## src/hw/rtl/assert_macros.svh

```systemverilog
// Assertion macros for the RTL of the serial frame receiver.
`ifndef ASSERT_MACROS_SVH
`define ASSERT_MACROS_SVH

// Same-cycle implication, disabled during reset.
`define ASSERT_IMPL(lbl, clk, rst, ante, cons) \
  lbl: assert property (@(posedge clk) disable iff (rst) (ante) |-> (cons)) \
    else $error("assertion failed");

// Next-cycle implication, disabled during reset.
`define ASSERT_NEXT(lbl, clk, rst, ante, cons) \
  lbl: assert property (@(posedge clk) disable iff (rst) (ante) |=> (cons)) \
    else $error("assertion failed");

`endif

```

## src/hw/rtl/sfr_pkg.sv

```systemverilog
// Types and constants of the serial frame receiver.
`timescale 1ns / 1ps

package sfr_pkg;

  // Frame counter and total frame length width
  localparam int POS_W = 9;

  // Frame layout: bytes 2..8 are kept
  localparam int CAP_FIRST = 2;
  localparam int CAP_DEPTH = 7;
  localparam int LEN_POS   = 3;
  localparam int FRAME_OVERHEAD = 8;

  // Header bytes
  localparam logic [7:0] HDR0 = 8'h55;
  localparam logic [7:0] HDR1 = 8'haa;

  // Frame kinds that carry a range reading
  localparam logic [7:0] ADDR_RANGE    = 8'h53;
  localparam logic [7:0] SUBCODE_RANGE = 8'h01;
  localparam logic [7:0] ADDR_SONAR    = 8'h60;
  localparam logic [7:0] SUBCODE_SONAR = 8'h00;

  // Length placeholders left after a frame ends
  localparam logic [POS_W-1:0] EXP_AFTER_DONE = 9'd6;
  localparam logic [POS_W-1:0] EXP_AFTER_DROP = 9'd5;

  // One completed frame, from the parser to the output register
  typedef struct packed {
    logic        valid;
    logic [7:0]  address;
    logic [7:0]  length;
    logic [15:0] reading;
    logic        updated;
  } sfr_result_t;

endpackage

```

## src/hw/rtl/sfr_parser.sv

```systemverilog
// Frame parser: header search, byte counting, capture and reading update.
`timescale 1ns / 1ps
`include "assert_macros.svh"

module sfr_parser #(
  parameter int BUFFER_LIMIT = 64
) (
  input  logic                clk,
  input  logic                rst,
  input  logic                fire,
  input  logic [7:0]          data,
  output sfr_pkg::sfr_result_t res
);
  import sfr_pkg::*;

  localparam logic [POS_W-1:0] LIMIT = POS_W'(BUFFER_LIMIT);

  logic [7:0]       prev_byte, prev_byte_next;
  logic             in_frame, in_frame_next;
  logic [POS_W-1:0] byte_pos, byte_pos_next, pos_inc;
  logic [POS_W-1:0] expected_len, expected_len_next, exp_cur;
  logic [7:0]       cap [CAP_DEPTH];
  logic [7:0]       cap_w [CAP_DEPTH];
  logic [7:0]       cap_next [CAP_DEPTH];
  logic [15:0]      held, held_next, new_reading;
  logic             hdr, done, drop, upd, cap_nonzero;

  // Frame bytes as they stand with the current byte written in
  always_comb begin
    for (int i = 0; i < CAP_DEPTH; i++) begin
      cap_w[i] = cap[i];
      if (byte_pos == POS_W'(CAP_FIRST + i)) begin
        cap_w[i] = data;
      end
    end
  end

  assign hdr     = !in_frame && (prev_byte == HDR0) && (data == HDR1);
  assign pos_inc = byte_pos + POS_W'(1);
  assign exp_cur = (byte_pos == POS_W'(LEN_POS)) ?
                   POS_W'(data) + POS_W'(FRAME_OVERHEAD) : expected_len;

  // Next state for one byte
  always_comb begin
    prev_byte_next    = prev_byte;
    in_frame_next     = in_frame;
    byte_pos_next     = byte_pos;
    expected_len_next = expected_len;
    cap_next          = cap;
    done              = 1'b0;
    drop              = 1'b0;
    upd               = 1'b0;
    new_reading       = held;
    if (fire) begin
      if (hdr) begin
        in_frame_next  = 1'b1;
        byte_pos_next  = POS_W'(CAP_FIRST);
        prev_byte_next = 8'h00;
      end else if (!in_frame) begin
        prev_byte_next = data;
      end else begin
        byte_pos_next     = pos_inc;
        expected_len_next = exp_cur;
        cap_next          = cap_w;
        done              = (pos_inc == exp_cur);
        drop              = (pos_inc >= LIMIT);
        // cap_w[0] is frame byte 2, cap_w[6] is frame byte 8
        if (done) begin
          if (cap_w[0] == ADDR_RANGE && cap_w[2] == SUBCODE_RANGE) begin
            upd         = 1'b1;
            new_reading = {cap_w[3], cap_w[4]};
          end else if (cap_w[0] == ADDR_SONAR && cap_w[3] == SUBCODE_SONAR) begin
            upd         = 1'b1;
            new_reading = {cap_w[5], cap_w[6]};
          end
        end
        if (done || drop) begin
          in_frame_next     = 1'b0;
          expected_len_next = drop ? EXP_AFTER_DROP : EXP_AFTER_DONE;
          for (int i = 0; i < CAP_DEPTH; i++) begin
            cap_next[i] = 8'h00;
          end
        end
      end
    end
    held_next = upd ? new_reading : held;
  end

  // State registers
  always_ff @(posedge clk) begin
    if (rst) begin
      prev_byte    <= 8'h00;
      in_frame     <= 1'b0;
      byte_pos     <= '0;
      expected_len <= '0;
      held         <= 16'h0000;
      for (int i = 0; i < CAP_DEPTH; i++) begin
        cap[i] <= 8'h00;
      end
    end else begin
      prev_byte    <= prev_byte_next;
      in_frame     <= in_frame_next;
      byte_pos     <= byte_pos_next;
      expected_len <= expected_len_next;
      held         <= held_next;
      cap          <= cap_next;
    end
  end

  // Result of this byte
  always_comb begin
    res.valid   = done;
    res.address = cap_w[0];
    res.length  = cap_w[1];
    res.reading = held_next;
    res.updated = upd;
  end

  // Captured bytes are all zero outside a frame
  always_comb begin
    cap_nonzero = 1'b0;
    for (int i = 0; i < CAP_DEPTH; i++) begin
      cap_nonzero = cap_nonzero | (|cap[i]);
    end
  end

  `ASSERT_NEXT(a_frame_closes, clk, rst, done, !in_frame)
  `ASSERT_IMPL(a_pos_below_limit, clk, rst, in_frame, byte_pos < LIMIT)
  `ASSERT_IMPL(a_idle_cap_clear, clk, rst, !in_frame, !cap_nonzero)
  `ASSERT_IMPL(a_held_only_on_update, clk, rst, !$past(rst) && (held != $past(held)), $past(upd))

endmodule

```

## src/hw/rtl/serial_frame_receiver_range_extract.sv

```systemverilog
// Top level of the serial frame receiver with range extraction.
`timescale 1ns / 1ps

// Serial frame receiver with range extraction.
// Input channel: one received byte (rx_byte) per transfer on in_valid/in_ready.
// Output channel: one transfer per completed frame on out_valid/out_ready,
//   carrying the frame address, parameter length, the held range reading
//   after the frame, and a flag set when that frame replaced the reading.
// Bytes outside a frame are scanned for the 0x55 0xAA header; frames that
//   reach BUFFER_LIMIT bytes without ending are dropped with no transfer.
// Result path: a frame's last byte passes through the input register, then the
//   parser into the output register, where the result is presented and can
//   transfer out at the following edge.
// Throughput: one byte per cycle while out_ready is high; each byte passes
//   through one stage of compares and a 9-bit counter add.
// Reset (rst, synchronous): clears the header search, frame counter, captured
//   bytes, held reading and the valid flags of both pipeline registers.
// Stall: when a result is held with out_ready low, the pipeline stops and
//   in_ready drops once the input register is occupied; nothing is lost.
module serial_frame_receiver_range_extract #(
  parameter int BUFFER_LIMIT = 64
) (
  input  logic        clk,
  input  logic        rst,
  input  logic        in_valid,
  output logic        in_ready,
  input  logic [7:0]  rx_byte,
  output logic        out_valid,
  input  logic        out_ready,
  output logic [7:0]  frame_address,
  output logic [7:0]  param_length,
  output logic [15:0] range_reading,
  output logic        reading_updated
);
  import sfr_pkg::*;

  logic        in_q_valid;
  logic [7:0]  in_q_byte;
  logic        advance, fire;
  sfr_result_t res;

  assign advance  = !out_valid || out_ready;
  assign in_ready = !in_q_valid || advance;
  assign fire     = in_q_valid && advance;

  // Input register
  always_ff @(posedge clk) begin
    if (rst) begin
      in_q_valid <= 1'b0;
    end else if (in_ready) begin
      in_q_valid <= in_valid;
    end
  end

  always_ff @(posedge clk) begin
    if (in_valid && in_ready) begin
      in_q_byte <= rx_byte;
    end
  end

  sfr_parser #(
    .BUFFER_LIMIT(BUFFER_LIMIT)
  ) u_parser (
    .clk  (clk),
    .rst  (rst),
    .fire (fire),
    .data (in_q_byte),
    .res  (res)
  );

  // Output register
  always_ff @(posedge clk) begin
    if (rst) begin
      out_valid <= 1'b0;
    end else if (advance) begin
      out_valid <= fire && res.valid;
    end
  end

  always_ff @(posedge clk) begin
    if (fire && res.valid) begin
      frame_address   <= res.address;
      param_length    <= res.length;
      range_reading   <= res.reading;
      reading_updated <= res.updated;
    end
  end

endmodule

```

## config.mk

```make
export PLATFORM = sky130hd
export DESIGN_NAME = serial_frame_receiver_range_extract
export DESIGN_NICKNAME = d
export VERILOG_FILES = /design/src/hw/rtl/sfr_pkg.sv /design/src/hw/rtl/sfr_parser.sv /design/src/hw/rtl/serial_frame_receiver_range_extract.sv
export VERILOG_INCLUDE_DIRS = /design/src /design/src/hw/rtl
export SDC_FILE = /design/constraint.sdc
export NUM_CORES = 1
export LEC_CHECK = 0
export ABC_AREA = 1
export BUFFER_PORTS_ARGS = -buffer_cell sky130_fd_sc_hd__buf_2
export CAP_MARGIN = 10
export CORE_AREA = 3 3 121 123
export CTS_CLUSTER_DIAMETER = 120
export DETAILED_ROUTE_END_ITERATION = 8
export DIE_AREA = 0 0 124 126
export PLACE_DENSITY = 0.75
export SYNTH_ARGS = -nofsm -noshare
export SYNTH_HDL_FRONTEND = slang
export SYNTH_SLANG_ARGS = --single-unit
```

## constraint.sdc

```tcl
create_clock -name clk -period 2.7 [get_ports clk]
set_clock_uncertainty 0.15 [all_clocks]
set_input_delay 0.405 -clock clk [delete_from_list [all_inputs] [get_ports clk]]
set_output_delay 0.405 -clock clk [all_outputs]
set_load 0.005 [all_outputs]
```

# After elaboration in Yosys (flattened, before gate mapping)
# Cells that the tools add are included.
dict set report op_classes {
  n_addsub 2
  order_cmp 1
  n_eq_ne 14
  mux 34
  bitwise_logic 1
  reduce_logical 18
}
# op n
set op_table {}
lappend op_table {{two-way mux 16 bit} 7}
lappend op_table {{two-way mux 8 bit} 9}
lappend op_table {{two-way mux 56 bit} 1}
lappend op_table {{== test 9 x 3 -> 1 bit (second input constant)} 4}
lappend op_table {{two-way mux 9 bit} 4}
lappend op_table {{== test 8 x 7 -> 1 bit (second input constant)} 3}
lappend op_table {{== test 9 x 2 -> 1 bit (second input constant)} 2}
lappend op_table {{two-way mux 1 bit} 12}
lappend op_table {{adder 8 x 4 -> 9 bit (second input constant)} 1}
lappend op_table {{adder 9 x 1 -> 9 bit (second input constant)} 1}
lappend op_table {{== test 9 x 4 -> 1 bit (second input constant)} 1}
lappend op_table {{== test 9 bit} 1}
lappend op_table {{greater-or-equal comparator 9 x 7 -> 1 bit (second input constant)} 1}
lappend op_table {{== test 8 x 1 -> 1 bit (second input constant)} 1}
lappend op_table {{== test 8 bit (second input constant)} 1}
lappend op_table {{zero test 8 bit} 1}
lappend op_table {{logical AND 1 bit} 7}
lappend op_table {{AND reduction 2 bit} 2}
lappend op_table {{zero test 1 bit} 3}
lappend op_table {{logical OR 1 bit} 3}
lappend op_table {{AND reduction 3 bit} 1}
lappend op_table {{two-way mux 2 bit} 1}
lappend op_table {{inequality test 2 bit (second input constant)} 1}
lappend op_table {{nonzero test 2 bit} 1}
lappend op_table {{inverter 1 bit} 1}
dict set report totals {
  ff_bits 142
  in_bits 12
  out_inout_bits 35
}

# Logic depth before layout (Yosys ltp)
dict set report depth {
  ltp_word 11
  depth_mapped 20
}

# Modules after synthesis
# From an unflattened synthesis, not the netlist that was laid out.
dict set report unflattened {
  cells_unflattened 1070
  hier_area_um2 7474.7
}
# mod instances cells_each area_each_um2 seq_area_each_um2
set modules_own_cells {}
lappend modules_own_cells {sfr_parser 1 1011 6138.4 1981.9}
lappend modules_own_cells {serial_frame_receiver_range_extract 1 59 1336.3 1271.2}

# Worst setup path before layout
# OpenSTA, ideal clock, no wires.
dict set report synth_path {
  kind {flip-flop to flip-flop}
  from {reg u_parser.byte_pos[0]}
  to {reg range_reading[11], data pin}
  arrival_time_ns 2.405
  required_ns 2.296
  setup_slack_ns -0.109
  path_stages_with_launch 16
  path_buffers 2
  period_less_slack_ns 2.809
  cell_sequence {dfxtp_1 -> ha_1 -> nand2_1 -> nor2_1 -> nand2_4 -> buf_6 -> nand2_1 -> nand2_1 -> xor2_2 -> nor2_4 -> nand3_4 -> nor2_8 -> nand2_4 -> buf_6 -> nand2_1 -> nand2_1}
}
# item line
set synth_lines {}
lappend synth_lines {{start: declaration} sfr_parser.sv:20} ;# logic [POS_W-1:0] byte_pos, byte_pos_next, pos_inc;
lappend synth_lines {{start signal: assignment} sfr_parser.sv:103} ;# byte_pos <= byte_pos_next;
lappend synth_lines {{end signal: assignment} serial_frame_receiver_range_extract.sv:84} ;# range_reading <= res.reading;
lappend synth_lines {{end: declaration} serial_frame_receiver_range_extract.sv:32} ;# output logic [15:0] range_reading,

==> results by group <==
Die
  • Initial Util: 0.540
  • Die area: 15600 µm²
  • Core Area: 13800 µm²
  • Top-Level Pins: 47
  • Chip height: 126 µm
  • Rows: 43
  • DIE WIDTH: 124 µm

Timing
  • Relative slew slack: 0.460
  • Peak Freq: 376 MHz
  • Final WS setup: 0.0392 ns
  • Final hold vios: 0
  • Final setup fails: 0
  • Slew @ Worst Pin: 0.807 ns
  • RSZ-0062 raised after global routing: yes
  • Total Neg Setup Slack: 0 ns
  • Period minus WS final: 2.66 ns
  • Final Slew Violations: 0
  • Final Cycle Share: 0.985

Hold path
  • Worst Hold Depth: 3
  • Hold Path Class: input pin to register

Power and ir drop
  • PD cells: 520 nW/µm²
  • Pleak: 3.86 nW
  • Peak supply drop: 0.000590 V

Place
  • Routability congestion estimate: 0.987
  • Dpl cell area: 8120 µm²
  • I/O Buffers: 46
  • Pre-CTS setup slack: 0.0204 ns
  • Detailed placement HPWL: 12.8 mm

Drt
  • M1 WL: 8.40 mm
  • Met2 wire length: 9.77 mm
  • Routed wire per std cell: 15.5 µm
  • Highest metal used: met4
  • Post-DR vias/cell: 5.41
  • Vias: 7094
  • DRC Markers: 0
  • Final wirelength: 20.3 mm
  • Routed Antenna Nets: 0
  • Initial DRC count: 818
  • 1st-pass router iterations: 7
  • Routed wl met3: 1.48 mm

Synthesis
  • Synth cell count leaders: 373 x nand2_1, 101 x dfxtp_1, 89 x a21oi_1
  • Syn_nets: 1035
  • Dominant cells by area after synthesis: dfxtp_1 27%, nand2_1 19%, edfxtp_1 17%
  • Ys async rst share: 0
  • Most frequent cell after synthesis: nand2_1
  • EDFF count, synth: 41
  • Mapped Area: 7430 µm²
  • Syn. warnings: 0
  • Unique masters post-synth: 39
  • Seq/Total Area, Yosys: 0.438
  • Cell taking the most area after synthesis: dfxtp_1
  • Syn_area_per_cell: 7.30 µm²
  • Synthesized flop and latch total: 142
  • Primary FF master, synth: dfxtp_1
  • Synth Instances: 1018
  • Yosys top cell area share: 0.272

Clocking
  • CTS tree: done
  • CTS Buf Count: 17
  • CTS root buf: clkbuf_16
  • Clk slew on worst S/H paths: 0.06 ns
  • Clk sink count: 142
  • Worst-Skew Late Latency: 0.44 ns
  • CTS H-tree lvls: 4
  • Clock buffer depth: 2

Run status
  • Status: completed

Global route
  • Vias in the first global route: 6526
  • Largest net degree at the start of global routing: 90
  • First-pass GRT wire length: 31.6 mm
  • Overflow after GRT: 0
  • Initial antenna violation count: 0
  • Total track usage: 0.257

Layout
  • Nets: 1135
  • Layout cell share with drive strength beyond 1: 0.265
  • Finished Cell Area: 9260 µm²
  • N_diodes: 0
  • Synth-to-Final Area Change: 24.7%

Setup path
  • CP most frequent cell: nand2_1
  • Worst reg-to-reg setup slack: 0.04 ns
  • Critical Path Start Type: register
  • Worst Reg-to-Reg Cells: 16
  • Critical setup path kind: register to register
  • CP max FO: 8
  • CP Cell Sequence: ha_4 -> inv_2 -> nor2_4 -> nand2_4 -> nor2_8 -> nand2_2 -> nand2_1 -> nand2_1 -> nand2_1 -> nand2_1 -> nor2_4 -> nand3_4 -> nor2_8 -> nand2_8 -> nand2_4 -> nand2_1
  • CP max stage delay: 0.38 ns
  • Worst path arrival time: 2.70 ns
  • Worst setup EP type: register
  • Critical-path top delay cell: dfxtp_4
  • Required time worst endpoint: 2.74 ns

Job
  • Max cap viols: 0
-- sequential cells by signal, indices dropped and copies added, names as in the netlist --
| register | flops |
|---|---|
| u_parser.cap | 56 |
| frame_address | 8 |
| u_parser.in_frame | 1 |
| u_parser.prev_byte | 8 |
| out_valid | 1 |
| range_reading | 16 |
| u_parser.held | 16 |
| in_q_valid | 1 |
| reading_updated | 1 |
| in_q_byte | 8 |
| u_parser.byte_pos | 9 |
| u_parser.expected_len | 9 |
| param_length | 8 |
-- layer usage --
layer	GRT usage	vias to the layer above
met5	0	-
met4	0.110	0
met3	0.0584	63
met2	0.410	280
met1	0.333	3278
li1	-	3473
-- final timing paths --
path                                                from                  endpoint
worst max register to register      u_parser.byte_pos[0]          range_reading[6]
worst max-delay path                u_parser.byte_pos[0]          range_reading[6]
worst min-delay path                            in_valid                in_q_valid
worst min register to register  u_parser.expected_len[7]  u_parser.expected_len[7]
-- stage by stage --
stage	power [mW]	utilization	cells	hold WS, ns
3_5_place_dp	2.37	0.590	1250	0.305
5_1_grt	4.93	0.673	1311	0.165
6_report	4.82	0.673	1311	0.119
4_1_cts	4.84	0.643	1291	0.000308
2_1_floorplan	2.31	-	1018	0.295
3_3_place_gp	2.37	0.590	1250	0.302
-- logic make-up (layout without fill, tap and decap cells) --
kind of cell / count (synthesis) / after routing / synth area share
compound gates: 148 / 148 / 0.106
xor+xnor: 2 / 2 / 0.00337
fa+ha+maj: 5 / 5 / 0.00842
buf+inv: 136 / 246 / 0.0825
flops: 142 / 142 / 0.438
simple gates: 585 / 588 / 0.362
-- report_power, final --
group | total, mW | leakage (nW) | switching, mW | internal, mW
clock | 2.49 | 0.295 | 0.947 | 1.54
sequential | 2.22 | 1.19 | 0.0188 | 2.20
combinational | 0.118 | 2.38 | 0.0783 | 0.0400
-- placed cells by master (no fill, tap or decap), drive strengths merged --
master / n
nor3: 1
xor2: 2
nand3: 75
nand2: 409
dfxtp: 101
edfxtp: 41
buf: 110
clkbuf: 17
bufinv: 4
inv: 94
nor2: 75
dlygate4sd3: 8
or2: 8
o221ai: 1
a21oi: 96
o21ai: 50
nor4: 4
clkinv: 9
o21bai: 1
nand4: 14
ha: 5
nand3b: 2
clkinvlp: 4
-- worst max-delay path: cells and delay by family, from the launching register on --
family	cells	cell delay, ns
flip-flops	1	0.38
AND/OR/NAND/NOR	14	1.66
buffers and inverters	1	0.06
adder cells (fa/ha/maj)	1	0.16
-- area by class of cell --
class | instances | area (µm²)
clock buffer | 17 | 425
clock inverter | 15 | 194
fill | 1116 | 4510
inverter | 96 | 372
multi-input combinational | 743 | 3930
sequential | 142 | 3270
tap | 180 | 225
timing repair buffer | 118 | 847
-- repair_timing --
action | CTS | global route
pin swaps | 3 | 32
setup buffers | 1 | 17
gates cloned | 1 | 2
hold endpoints to repair | 7 | 1
resized for setup | 6 | 75
setup endpoints to repair | 12 | 64
hold buffers | 7 | 1
Note: power is estimated with default switching activity, not from simulation.
